[config.mk]
export PLATFORM = sky130hd
export DESIGN_NAME = cave_automaton_smoothing_pass_core
export DESIGN_NICKNAME = d
export VERILOG_FILES = /design/src/design/cas_pkg.sv /design/src/design/cave_automaton_smoothing_pass_core.sv /design/src/design/cas_ram.sv /design/src/design/cas_out_fifo.sv
export SDC_FILE = /design/constraint.sdc
export NUM_CORES = 1
export LEC_CHECK = 0
export BUFFER_PORTS_ARGS = -buffer_cell sky130_fd_sc_hd__buf_2
export CORE_UTILIZATION = 55
export DETAILED_ROUTE_END_ITERATION = 12
export HOLD_SLACK_MARGIN = 0.06
export MAX_ROUTING_LAYER = met4
export PLACE_DENSITY = 0.79
export SLEW_MARGIN = 20
export SYNTH_ARGS = -nofsm -noshare
export SYNTH_HDL_FRONTEND = slang
export SYNTH_SLANG_ARGS = --single-unit
[constraint.sdc]
create_clock -name clk -period 16.94 [get_ports clk]
set_input_delay 1.694 -clock clk [delete_from_list [all_inputs] [get_ports clk]]
set_output_delay 1.694 -clock clk [all_outputs]
set_load 0.005 [all_outputs]
[src/design/cas_pkg.sv]
`default_nettype none
// ----------------------------------------------------------------------------
// cas_pkg
// Shared constants, types and helper functions for the cave smoothing core.
// ----------------------------------------------------------------------------
package cas_pkg;

  // frame limits
  localparam int MAX_COLS = 256;
  localparam int MAX_ROWS = 256;
  localparam int MAX_DIM  = (MAX_ROWS > MAX_COLS) ? MAX_ROWS : MAX_COLS;

  localparam int COL_W = $clog2(MAX_COLS);
  localparam int ROW_W = $clog2(MAX_ROWS);
  localparam int DIM_W = $clog2(MAX_DIM + 1);

  // port widths fixed by the interface
  localparam int CFG_W = 9;
  localparam int IDX_W = 2;
  localparam int OUT_W = 8;

  // register indexes
  localparam logic [IDX_W-1:0] REG_ROW_COUNT = IDX_W'(0);
  localparam logic [IDX_W-1:0] REG_COL_COUNT = IDX_W'(1);

  localparam int unsigned MIN_DIM   = 3;
  localparam int unsigned RESET_DIM = 256;

  // 4-5 rule thresholds
  localparam int WALL_HI = 5;
  localparam int WALL_LO = 3;

  // window layout: bit col*3+row, col 2 newest, row 2 newest
  localparam int WIN_BITS     = 9;
  localparam int WIN_CENTER   = 4;
  localparam int WIN_PREV_MID = 7;

  // result queue
  localparam int FIFO_DEPTH = 3;
  localparam int FIFO_PTR_W = $clog2(FIFO_DEPTH);
  localparam int FIFO_CNT_W = $clog2(FIFO_DEPTH + 1);

  typedef struct packed {
    logic             wall;
    logic [ROW_W-1:0] row;
    logic [COL_W-1:0] col;
    logic             last;
  } cas_result_t;

  function automatic logic [DIM_W-1:0] clamp_dim(input logic [CFG_W-1:0] v,
                                                input int unsigned top);
    int unsigned x;
    x = 32'(v);
    if (x < MIN_DIM) begin
      x = MIN_DIM;
    end else if (x > top) begin
      x = top;
    end
    return DIM_W'(x);
  endfunction

  function automatic logic [3:0] neighbour_count(input logic [WIN_BITS-1:0] w);
    logic [3:0] n;
    n = '0;
    for (int i = 0; i < WIN_BITS; i++) begin
      if (i != WIN_CENTER) n = n + 4'(w[i]);
    end
    return n;
  endfunction

  // >= 5 walls -> wall, <= 3 walls -> open, exactly 4 -> keep
  function automatic logic smooth_rule(input logic [WIN_BITS-1:0] w);
    logic [3:0] n;
    n = neighbour_count(w);
    if (n >= 4'(WALL_HI)) return 1'b1;
    if (n <= 4'(WALL_LO)) return 1'b0;
    return w[WIN_CENTER];
  endfunction

endpackage
`default_nettype wire

[src/design/cave_automaton_smoothing_pass_core.sv]
`default_nettype none
// ----------------------------------------------------------------------------
// cave_automaton_smoothing_pass_core
// One 4-5 cellular automaton smoothing pass over a raster-ordered wall bitmap.
// ----------------------------------------------------------------------------
//
//  channel  | handshake           | payload
//  ---------+---------------------+---------------------------------------
//  input    | in_valid/in_ready   | action, wall_in
//  output   | out_valid/out_ready | wall_out, out_row, out_col, last
//  config   | cfg_valid/cfg_ready | cfg_index, cfg_data
//
//  One input transfer per clock while in_ready is high; a result reaches
//  the output port through the stage-two register, which holds the line
//  buffer read, and then the result queue.
//  The rate is set by the line buffer RAM ports: one read and one write of
//  each buffer per cycle.
//  Reset clears frame counters and window; line buffers need no clearing
//  since every value that reaches a result was written earlier in the frame.
//  Output stalls are absorbed by a three-entry result queue; in_ready drops
//  only when the queue plus the item in flight could fill it.
//
module cave_automaton_smoothing_pass_core import cas_pkg::*; (
  input  logic             clk,
  input  logic             rst,
  // input cells
  input  logic             in_valid,
  output logic             in_ready,
  input  logic             action,
  input  logic             wall_in,
  // results
  output logic             out_valid,
  input  logic             out_ready,
  output logic             wall_out,
  output logic [OUT_W-1:0] out_row,
  output logic [OUT_W-1:0] out_col,
  output logic             last,
  // configuration
  input  logic             cfg_valid,
  output logic             cfg_ready,
  input  logic [IDX_W-1:0] cfg_index,
  input  logic [CFG_W-1:0] cfg_data
);

  // frame size (already clamped)
  logic [DIM_W-1:0] rows;
  logic [DIM_W-1:0] cols;
  logic [DIM_W-1:0] rows_m1;
  logic [DIM_W-1:0] cols_m1;

  // input and output raster positions
  logic [COL_W-1:0] in_col;
  logic [ROW_W-1:0] in_row;
  logic             in_done;   // whole frame in, draining the tail
  logic [COL_W-1:0] out_col_q;
  logic [ROW_W-1:0] out_row_q;

  // 3x3 neighbourhood
  logic [WIN_BITS-1:0] window;
  logic [WIN_BITS-1:0] win_next;

  // accept-stage decode
  logic             in_xfer;
  logic             is_tail;
  logic             is_cell;
  logic             has_out;
  logic             in_col_end;
  logic             in_row_end;
  logic             out_col_end;
  logic             out_row_end;
  logic             frame_last;
  logic             border;
  logic [COL_W-1:0] rd_addr;
  logic             fwd_hit;
  logic             cfg_hit;

  // second stage: line buffer data is back
  logic             s1_valid;
  logic             s1_tail;
  logic             s1_bot;
  logic             s1_has_out;
  logic             s1_ci_zero;
  logic             s1_border;
  logic             s1_sel_mid;
  logic [ROW_W-1:0] s1_row;
  logic [COL_W-1:0] s1_col;
  logic             s1_last;
  logic [COL_W-1:0] s1_addr;
  logic             s1_fwd;
  logic             s1_fwd_top;
  logic             s1_fwd_mid;
  logic             s1_wr;

  logic             top_q;
  logic             mid_q;
  logic             top_v;
  logic             mid_v;
  logic             smooth;

  cas_result_t             res;
  cas_result_t             head;
  logic                    res_push;
  logic [FIFO_CNT_W-1:0]   level;

  assign rows_m1 = rows - DIM_W'(1);
  assign cols_m1 = cols - DIM_W'(1);

  assign in_xfer = in_valid && in_ready;
  assign is_tail = in_done;                 // any item drains the tail
  assign is_cell = !in_done && !action;     // early flush ticks are dropped

  assign in_col_end  = (DIM_W'(in_col) == cols_m1);
  assign in_row_end  = (DIM_W'(in_row) == rows_m1);
  assign out_col_end = (DIM_W'(out_col_q) == cols_m1);
  assign out_row_end = (DIM_W'(out_row_q) == rows_m1);
  assign frame_last  = out_row_end && out_col_end;

  // output trails input by one row and one column
  assign has_out = (in_row > ROW_W'(1)) || ((in_row == ROW_W'(1)) && (in_col != '0));
  assign border  = (out_row_q == '0) || (out_col_q == '0) || out_row_end || out_col_end;

  // tail reads: last column of row rows-2 from the top buffer, then the
  // final row from the mid buffer; both at the output column
  assign rd_addr = is_tail ? out_col_q : in_col;

  // write-back of the item in stage two hits the entry being read now
  assign s1_wr   = s1_valid && !s1_tail;
  assign fwd_hit = s1_wr && (rd_addr == s1_addr);

  assign cfg_ready = 1'b1;
  assign cfg_hit   = cfg_valid && ((cfg_index == REG_ROW_COUNT) ||
                                   (cfg_index == REG_COL_COUNT));

  // room for the item in flight plus this one
  assign in_ready = ((FIFO_CNT_W+1)'(level) + (FIFO_CNT_W+1)'(s1_valid))
                    < (FIFO_CNT_W+1)'(FIFO_DEPTH);

  // line buffers: top holds the row two above, mid the row above
  cas_ram #(.WIDTH(1), .DEPTH(MAX_COLS)) u_top_ram (
    .clk   (clk),
    .we    (s1_wr),
    .waddr (s1_addr),
    .wdata (mid_v),
    .re    (in_xfer),
    .raddr (rd_addr),
    .rdata (top_q)
  );

  cas_ram #(.WIDTH(1), .DEPTH(MAX_COLS)) u_mid_ram (
    .clk   (clk),
    .we    (s1_wr),
    .waddr (s1_addr),
    .wdata (s1_bot),
    .re    (in_xfer),
    .raddr (rd_addr),
    .rdata (mid_q)
  );

  // control state
  always_ff @(posedge clk) begin
    if (rst) begin
      rows      <= clamp_dim(CFG_W'(RESET_DIM), MAX_ROWS);
      cols      <= clamp_dim(CFG_W'(RESET_DIM), MAX_COLS);
      in_col    <= '0;
      in_row    <= '0;
      in_done   <= 1'b0;
      out_col_q <= '0;
      out_row_q <= '0;
      s1_valid  <= 1'b0;
      window    <= '0;
    end else begin
      s1_valid <= in_xfer && (is_tail || is_cell);

      if (s1_wr) window <= win_next;

      if (cfg_valid) begin
        case (cfg_index)
          REG_ROW_COUNT: rows <= clamp_dim(cfg_data, MAX_ROWS);
          REG_COL_COUNT: cols <= clamp_dim(cfg_data, MAX_COLS);
          default: ;
        endcase
      end

      if (cfg_hit) begin
        // a register write abandons the frame; buffers are kept
        in_col    <= '0;
        in_row    <= '0;
        in_done   <= 1'b0;
        out_col_q <= '0;
        out_row_q <= '0;
      end else if (in_xfer) begin
        if (is_tail) begin
          if (frame_last) begin
            // frame done, next cell starts a new one
            in_col    <= '0;
            in_row    <= '0;
            in_done   <= 1'b0;
            out_col_q <= '0;
            out_row_q <= '0;
          end else if (out_col_end) begin
            out_col_q <= '0;
            out_row_q <= out_row_q + ROW_W'(1);
          end else begin
            out_col_q <= out_col_q + COL_W'(1);
          end
        end else if (is_cell) begin
          if (in_col_end) begin
            in_col <= '0;
            if (in_row_end) begin
              in_row  <= '0;
              in_done <= 1'b1;
            end else begin
              in_row <= in_row + ROW_W'(1);
            end
          end else begin
            in_col <= in_col + COL_W'(1);
          end
          if (has_out) begin
            if (out_col_end) begin
              out_col_q <= '0;
              out_row_q <= out_row_q + ROW_W'(1);
            end else begin
              out_col_q <= out_col_q + COL_W'(1);
            end
          end
        end
      end
    end
  end

  // stage-two payload
  always_ff @(posedge clk) begin
    if (in_xfer) begin
      s1_tail    <= is_tail;
      s1_bot     <= wall_in;
      s1_has_out <= has_out;
      s1_ci_zero <= (in_col == '0);
      s1_border  <= border;
      s1_sel_mid <= out_row_end;
      s1_row     <= out_row_q;
      s1_col     <= out_col_q;
      s1_last    <= frame_last;
      s1_addr    <= rd_addr;
      s1_fwd     <= fwd_hit;
      s1_fwd_top <= mid_v;
      s1_fwd_mid <= s1_bot;
    end
  end

  assign top_v = s1_fwd ? s1_fwd_top : top_q;
  assign mid_v = s1_fwd ? s1_fwd_mid : mid_q;

  // shift the new column in at the top end
  assign win_next = {s1_bot, mid_v, top_v, window[WIN_BITS-1:3]};
  assign smooth   = s1_border ? win_next[WIN_CENTER] : smooth_rule(win_next);

  always_comb begin
    res.row  = s1_row;
    res.col  = s1_col;
    res.last = s1_tail && s1_last;
    if (s1_tail) begin
      res.wall = s1_sel_mid ? mid_v : top_v;
    end else if (s1_ci_zero) begin
      // right border cell of the row two above, seen by the previous cell as mid
      res.wall = window[WIN_PREV_MID];
    end else begin
      res.wall = smooth;
    end
  end

  assign res_push = s1_valid && (s1_tail || s1_has_out);

  cas_out_fifo u_out_fifo (
    .clk       (clk),
    .rst       (rst),
    .push      (res_push),
    .push_data (res),
    .out_valid (out_valid),
    .out_ready (out_ready),
    .head      (head),
    .level     (level)
  );

  assign wall_out = head.wall;
  assign out_row  = OUT_W'(head.row);
  assign out_col  = OUT_W'(head.col);
  assign last     = head.last;

`ifndef NO_ASSERTIONS
  a_tail_rows: assert property (@(posedge clk) disable iff (rst)
    in_done |-> (DIM_W'(out_row_q) >= rows - DIM_W'(2)))
    else $error("tail draining outside the last two rows");

  a_frame_wrap: assert property (@(posedge clk) disable iff (rst)
    (in_xfer && is_tail && frame_last) |=>
      ((in_col == '0) && (in_row == '0) && !in_done &&
       (out_col_q == '0) && (out_row_q == '0)))
    else $error("positions not cleared after final cell");

  a_stall_cause: assert property (@(posedge clk) disable iff (rst)
    !in_ready |-> (s1_valid || out_valid))
    else $error("input stalled with nothing pending");
`endif

endmodule
`default_nettype wire

[src/design/cas_ram.sv]
`default_nettype none
// ----------------------------------------------------------------------------
// cas_ram
// Generic single-write, single-read RAM with registered read (read-first).
// ----------------------------------------------------------------------------
module cas_ram #(
  parameter int WIDTH = 1,
  parameter int DEPTH = 256
) (
  input  logic                                      clk,
  input  logic                                      we,
  input  logic [((DEPTH > 1) ? $clog2(DEPTH) : 1)-1:0] waddr,
  input  logic [WIDTH-1:0]                          wdata,
  input  logic                                      re,
  input  logic [((DEPTH > 1) ? $clog2(DEPTH) : 1)-1:0] raddr,
  output logic [WIDTH-1:0]                          rdata
);

  logic [WIDTH-1:0] mem [DEPTH];

  always_ff @(posedge clk) begin
    if (we) mem[waddr] <= wdata;
    if (re) rdata <= mem[raddr];
  end

endmodule
`default_nettype wire

[src/design/cas_out_fifo.sv]
`default_nettype none
// ----------------------------------------------------------------------------
// cas_out_fifo
// Small result queue in front of the output port; decouples output stalls.
// ----------------------------------------------------------------------------
module cas_out_fifo import cas_pkg::*; (
  input  logic                  clk,
  input  logic                  rst,
  input  logic                  push,
  input  cas_result_t           push_data,
  output logic                  out_valid,
  input  logic                  out_ready,
  output cas_result_t           head,
  output logic [FIFO_CNT_W-1:0] level
);

  cas_result_t           entries [FIFO_DEPTH];
  logic [FIFO_PTR_W-1:0] wr_ptr;
  logic [FIFO_PTR_W-1:0] rd_ptr;
  logic                  pop;

  assign out_valid = (level != '0);
  assign pop       = out_valid && out_ready;
  assign head      = entries[rd_ptr];

  always_ff @(posedge clk) begin
    if (push) entries[wr_ptr] <= push_data;
  end

  always_ff @(posedge clk) begin
    if (rst) begin
      wr_ptr <= '0;
      rd_ptr <= '0;
      level  <= '0;
    end else begin
      if (push) begin
        wr_ptr <= (wr_ptr == FIFO_PTR_W'(FIFO_DEPTH - 1)) ? '0 : wr_ptr + FIFO_PTR_W'(1);
      end
      if (pop) begin
        rd_ptr <= (rd_ptr == FIFO_PTR_W'(FIFO_DEPTH - 1)) ? '0 : rd_ptr + FIFO_PTR_W'(1);
      end
      if (push && !pop) begin
        level <= level + FIFO_CNT_W'(1);
      end else if (pop && !push) begin
        level <= level - FIFO_CNT_W'(1);
      end
    end
  end

`ifndef NO_ASSERTIONS
  a_no_overflow: assert property (@(posedge clk) disable iff (rst)
    push |-> (level < FIFO_CNT_W'(FIFO_DEPTH)))
    else $error("result pushed into full queue");

  a_empty_ptrs: assert property (@(posedge clk) disable iff (rst)
    (level == '0) |-> (wr_ptr == rd_ptr))
    else $error("empty queue with unequal pointers");

  a_level_up: assert property (@(posedge clk) disable iff (rst)
    (push && !pop) |=> (level == $past(level) + FIFO_CNT_W'(1)))
    else $error("queue level did not follow push");
`endif

endmodule
`default_nettype wire
==> results.cfg, run 1 <==
[clocking]
clock_sinks = 668
clk_path_buf_depth = 3
clock_latency_ns = 0.62
cts_root_buffer = clkbuf_16
cts.repair.resized = 0
h-tree-depth = 3
cts_setup_buffers = 0
hold_buffers = 0
cts.reportedPaths.clkPinSlew_ns = 0.06
cts_inserted_buffers = 68
cts_tree = built

[layout]
multiInputGateArea_um2 = 9040
design_area_um2 = 32000
nNetsFinal = 2423
seqCellArea_um2 = 19400
drive_gt1_share_pct = 7.52
utilization_pct = 61.0
n_fill_cell = 3919
diodes = 0
area_growth_pct = 9.55

[min_path]
hold_class = register to register
min_from = window[3]
hold_path_end = window[3]
hold_depth = 2

[timing]
finalHoldWorstSlack_ns = 0.457
min_period_over_period_pct = 28.6
max_slew_margin_pct = 10.3
finalSetupViolCount = 0
rsz0062_at_grt = no
setup_tns_ns = 0
fmax_ghz = 0.206
maxSlewViolCount = 0
tightest_slew_ns = 1.35
hold_viol_final = 0
min_period_ns = 4.85
skew_ns = 0.0272

[routing]
viasPerCell = 6.27
wl_per_cell_um = 22.2
highest_layer = met4
wl_um = 69200
ant_nets = 0
drtIter0Drc = 2170
met1_length_um = 26500
drc = 0
dr_wl_met2_um = 33900
vias = 19586
firstDrtPassIters = 10
dr_wl_met3_um = 6020

[synthesis]
ys.flop_type = edfxtp_1
seq_area_frac_synth_pct = 66.5
netlist_area_um2 = 29200
synth-seq-cells = 668
ys_types = 73
synth_edf_count = 602
synth_nets = 2464
synthArstFlopShare_pct = 0
avgSynthCellArea_um2 = 12.0
yosys_warnings = 0
postSynthCellCount = 2425

[die]
dieArea_um2 = 54000
dieHeight_um = 232
rows = 84
dieWidth_um = 232
io_pins = 39
core_um2 = 52400
initial_core_util_pct = 55.6

[worst_setup_path]
r2r-end = u_mid_ram.rdata
reg2reg_from = in_done
critical_path.max_stage_delay_ns = 0.89
cp.required_ns = 17.28
crit_path_max_fanout = 120
cp_top_family = buffers and inverters
critical_path_arrival_ns = 5.19
slowest_stage = buf_4
path_buf_inv = 4
ff2ff_path_depth = 11
critPathCaptureType = register
rrSetupSlack_ns = 12.09
crit_top_cell = buf_4
crit_type = register to register
start_kind = register
crit_path_cell_trace = buf_4 -> mux2i_4 -> buf_4 -> inv_8 -> buf_4 -> mux2i_1 -> o221ai_1 -> a31oi_1 -> nor3_1 -> nor4_1 -> nor4_1

[global_route]
grt_pass1_wl_um = 106000
antenna_found_initial = 0
grt_overflow_total = 0
grt_max_degree = 260
grt_pass1_vias = 19288
grt_util_all_layers_pct = 26.7

[power]
comb_power_share_pct = 5.7
switching_power_uw = 779
pwr-share-seq_pct = 53.1
ir_drop_v = 0.0000976
power_per_cell_area_nw_per_um2 = 109
intPower_mw = 2.71
power.share.clock_pct = 41.2
swShare_pct = 22.3
p_leak_nw = 10.2

[placed_design]
place.gp.congestion = 0.868
portBuffers = 37
post-dp-hpwl_um = 39400
place_area_um2 = 29800

[flow_run]
drv_cap = 0

[status]
status = finished, final reports clean
-- how the worst max path moves through the flow --
stage | slack (ns) | endpoint | from | depth (start not counted)
6_report | 12.09 | u_mid_ram.rdata | in_done | 11
5_1_grt | 11.79 | u_top_ram.rdata | in_done | 11
4_1_cts | 12.11 | u_mid_ram.rdata | in_done | 11
3_5_place_dp | 12.10 | u_mid_ram.rdata | in_done | 11
3_3_place_gp | 12.26 | u_mid_ram.rdata | in_done | 11
2_1_floorplan | 10.79 | u_out_fifo.entries[0][17] | s1_bot | 11
-- Yosys cell counts, drive strengths merged, types with 5 or more instances --
library cell	n	share of area, %
nor2b	22	0.47
clkbuf	125	1.6
a21oi	82	1.4
a31oi	65	1.4
nand3	164	2.8
nor3	46	0.82
or3	11	0.24
nand2	369	4.7
nand3b	17	0.44
nor2	294	3.8
dfxtp	66	4.5
o221ai	64	1.9
o21ai	38	0.65
or3b	5	0.15
edfxtp	602	62
or4	7	0.21
xor2	25	0.75
mux2i	162	5.6
nor4	28	0.75
nand2b	12	0.26
inv	38	0.49
ha	17	0.73
and3	10	0.21
buf	47	0.81
xnor2	28	0.84
nor3b	8	0.21
nand4	12	0.26
-- tightest hold or removal path: cells and delay by family, from the launching register on --
family / cells / cell delay (ns)
DFF: 1 / 0.31
and+or+nand+nor: 1 / 0.05
AOI/OAI and AO/OA: 1 / 0.05
-- flip-flops by register name, summed over array words and instances, names as in the netlist, 9 cells and up, named ones only --
signal              flops
rows                    9
u_out_fifo.entries     54
u_mid_ram.mem         256
u_top_ram.mem         256
cols                    9
-- per-layer routing --
metal | global-route usage (%) | vias to the layer above
met5 | - | -
met4 | 11.2 | 0
met3 | 4.67 | 189
met2 | 43.7 | 977
met1 | 32.7 | 9639
li1 | - | 8781
-- area by class of cell --
| type | instances | area share [%] |
|---|---|---|
| flip-flops and latches | 668 | 60.7 |
| multi-input cells | 1547 | 28.3 |
| clock buffers | 88 | 5.62 |
| well taps | 688 | 2.69 |
| repair buffers | 61 | 1.19 |
| clock inverters | 33 | 1.04 |
| inverters | 38 | 0.485 |
-- layout by cell type, fill, tap and decap left out, drive strengths merged, types with 5 or more instances in the layout --
cell type / n
buf: 61
clkbuf: 88
nor3: 46
nor2: 294
or3b: 5
nand3: 164
clkinv: 28
nand2: 369
or3: 11
nand4: 12
o221ai: 64
o21ai: 38
xor2: 25
nand2b: 12
nor2b: 22
nand3b: 17
nor3b: 8
inv: 39
a21oi: 82
mux2i: 162
ha: 17
or4: 7
edfxtp: 602
a31oi: 65
nor4: 28
dfxtp: 66
and3: 10
xnor2: 28
-- cell families (layout without fill, tap and decap cells) --
kind of cell	after synthesis	in the layout	share of synthesized area, %
AO/OA/AOI/OAI	282	282	6.34
XOR/XNOR	55	55	1.74
adder cells (fa/ha/maj)	21	21	1.00
buffers and inverters	210	220	2.90
flip-flops	668	668	66.5
multiplexers	164	164	5.63
other	1	1	0.0128
AND/OR/NAND/NOR	1024	1024	15.9
-- power by group through the flow --
stage	clock network (mW)	logic [mW]	registers (mW)
global placement	0	0.189	1.89
CTS	1.46	0.198	1.85
finish	1.44	0.198	1.86
floorplan	0	0.141	1.89
detailed placement	0	0.197	1.89
global route	1.52	0.218	1.86
-- metrics by stage --
step                      instances  setup WS [ns]  power, mW
final                          3123          12.09       3.49
after global routing           3123          11.79       3.59
after CTS                      3123          12.11       3.51
after detailed placement       3002          12.10       2.09
after global placement         3002          12.26       2.08
after floorplan                2425          10.79       2.03
No activity file was read; power rests on OpenSTA's default activity.
==> run 2, diff against run 1 <==
Clock period 16.94 ns to 4.9 ns, I/O delays scaled along.
==> run 2 against run 1 <==
The run now ends with slew limit left. Clock power increased to 3.6 times the previous value. Routed wire length increased by 0.79%. Non-clock buffer count increased by 5. Total power grew to 3.5 times the previous value. Setup slack worse by 11 ns. Clock-buffer cell count down 2. Fmax grew 27%.
==> results.cfg, run 2 (same netlist as run 1, synthesis figures left out) <==
[routing]
wl_per_cell_um = 22.3
firstDrtPassIters = 6
drtIter0Drc = 2336
ant_nets = 0
viasPerCell = 6.25
wl_um = 69800
drc = 0
vias = 19539

[clocking]
cts_inserted_buffers = 70
clk_path_buf_depth = 3
cts_tree = built
cts.reportedPaths.clkPinSlew_ns = 0.06
cts_root_buffer = clkbuf_16
clock_sinks = 668
h-tree-depth = 3
cts_setup_buffers = 0
clock_latency_ns = 0.63

[timing]
rsz0062_at_grt = no
skew_ns = 0.0318
tightest_slew_ns = 1.56
min_period_over_period_pct = 78.1
fmax_ghz = 0.261
maxSlewViolCount = 55
max_slew_margin_pct = -3.73
hold_viol_final = 0
finalHoldWorstSlack_ns = 0.228
finalSetupViolCount = 0
min_period_ns = 3.83
setup_tns_ns = 0

[worst_setup_path]
r2r-end = u_mid_ram.rdata
critPathCaptureType = register
slowest_stage = buf_4
reg2reg_from = in_done
ff2ff_path_depth = 9
start_kind = register
crit_path_cell_trace = mux2i_4 -> buf_4 -> buf_4 -> nand2_1 -> nand3_1 -> a21oi_1 -> nor4_1 -> nor4_1 -> nor4_1
cp.required_ns = 5.33
critical_path.max_stage_delay_ns = 0.65
rrSetupSlack_ns = 1.07
crit_path_max_fanout = 67
critical_path_arrival_ns = 4.26
crit_top_cell = nor4_1
crit_type = register to register

[min_path]
hold_class = primary input to register
hold_path_end = s1_valid
min_from = in_valid
hold_depth = 3

[die]
core_um2 = 52400
initial_core_util_pct = 55.6
dieHeight_um = 232
dieWidth_um = 232
dieArea_um2 = 54000
rows = 84
io_pins = 39

[power]
comb_power_share_pct = 5.7
power.share.clock_pct = 42.0
p_leak_nw = 10.3
power_mw = 12.3
pwr-share-seq_pct = 52.3
switching_power_mw = 2.72
power_per_cell_area_nw_per_um2 = 381
ir_drop_v = 0.000417
intPower_mw = 9.54
swShare_pct = 22.2

[layout]
final_common_cell = edfxtp_1
area_growth_pct = 10.2
final_cell_mix = 602 x edfxtp_1, 366 x nand2_1, 293 x nor2_1
top_regs = u_mid_ram.mem: 256 flops, u_top_ram.mem: 256 flops, u_out_fifo.entries: 54 flops
utilization_pct = 61.3
diodes = 0
nNetsFinal = 2430
layout.cells.non_filler = 3128
drive_gt1_share_pct = 8.16
n_fill_cell = 3891

[placed_design]
post-dp-hpwl_um = 40900
place.gp.congestion = 0.906
placedCellCount = 3006
portBuffers = 37

[global_route]
grt_max_degree = 259
grt_overflow_total = 0
antenna_found_initial = 0
grt_util_all_layers_pct = 27.0
grt_pass1_wl_um = 108000
grt_pass1_vias = 19542

[status]
violations = slew limit
status = complete, but fails checks

[flow_run]
drv_cap = 0
[run 2: cell types whose count changed in the layout (fill, tap and decap cells not counted), sizes merged]
cell         change
dlygate4sd3      +1
clkinv           -4
bufinv           +1
clkbuf           -2
inv              +2
clkinvlp         +3
buf              +4
[run 2: final cells by class]
type	count	area, µm²	share of cell area (%)
Inverter	38	155	0.482
Clock buffer	86	1850	5.76
Sequential cell	668	19400	60.3
Timing Repair Buffer	66	480	1.49
Clock inverter	35	367	1.14
Tap cell	688	861	2.68
Multi-Input combinational cell	1547	9050	28.1
[run 2: how the worst max path moves through the flow]
stage | start | end | slack, ns
after detailed placement | out_col_q[0] | u_mid_ram.rdata | 1.24
after global routing | in_done | u_mid_ram.rdata | 0.93
after CTS | in_done | u_mid_ram.rdata | 1.22
after global placement | out_col_q[0] | u_mid_ram.rdata | 1.37
final | in_done | u_mid_ram.rdata | 1.07
after floorplan | s1_bot | u_out_fifo.entries[0][17] | -1.10
[run 2: metal layers]
metal / share of wire (%) / vias up / GRT usage [%]
met5: 0 / - / -
met1: 38 / 9545 / 33.2
met4: 3.9 / 0 / 12.0
met3: 8.8 / 201 / 5.14
met2: 49 / 1009 / 43.6
li1: - / 8784 / -
[run 2: per-stage QoR]
stage | worst slack (ns) | instance area, µm²
final | 1.07 | 32200
after floorplan | -1.10 | 29200
after global routing | 0.927 | 32200
after CTS | 1.22 | 32100
after global placement | 1.37 | 29900
after detailed placement | 1.24 | 29900
[run 2: power groups by stage]
stage | Combinational [mW] | Clock (mW) | Sequential (mW)
global placement | 0.670 | 0 | 6.52
global route | 0.772 | 5.40 | 6.42
CTS | 0.699 | 5.18 | 6.41
detailed placement | 0.697 | 0 | 6.53
floorplan | 0.488 | 0 | 6.52
finish | 0.703 | 5.14 | 6.41
[run 2: worst max-delay path: cells and delay by family (launching register included)]
kind            cells  cell delay, ns
flops               1            0.40
buf+inv             2            1.29
simple gates        5            1.45
compound gates      1            0.08
mux                 1            0.34
[run 2: what timing repair did]
action | in CTS | in global routing
hold buffers | 0 | 1
hold endpoints to repair | 0 | 1
resized for setup | 0 | 0
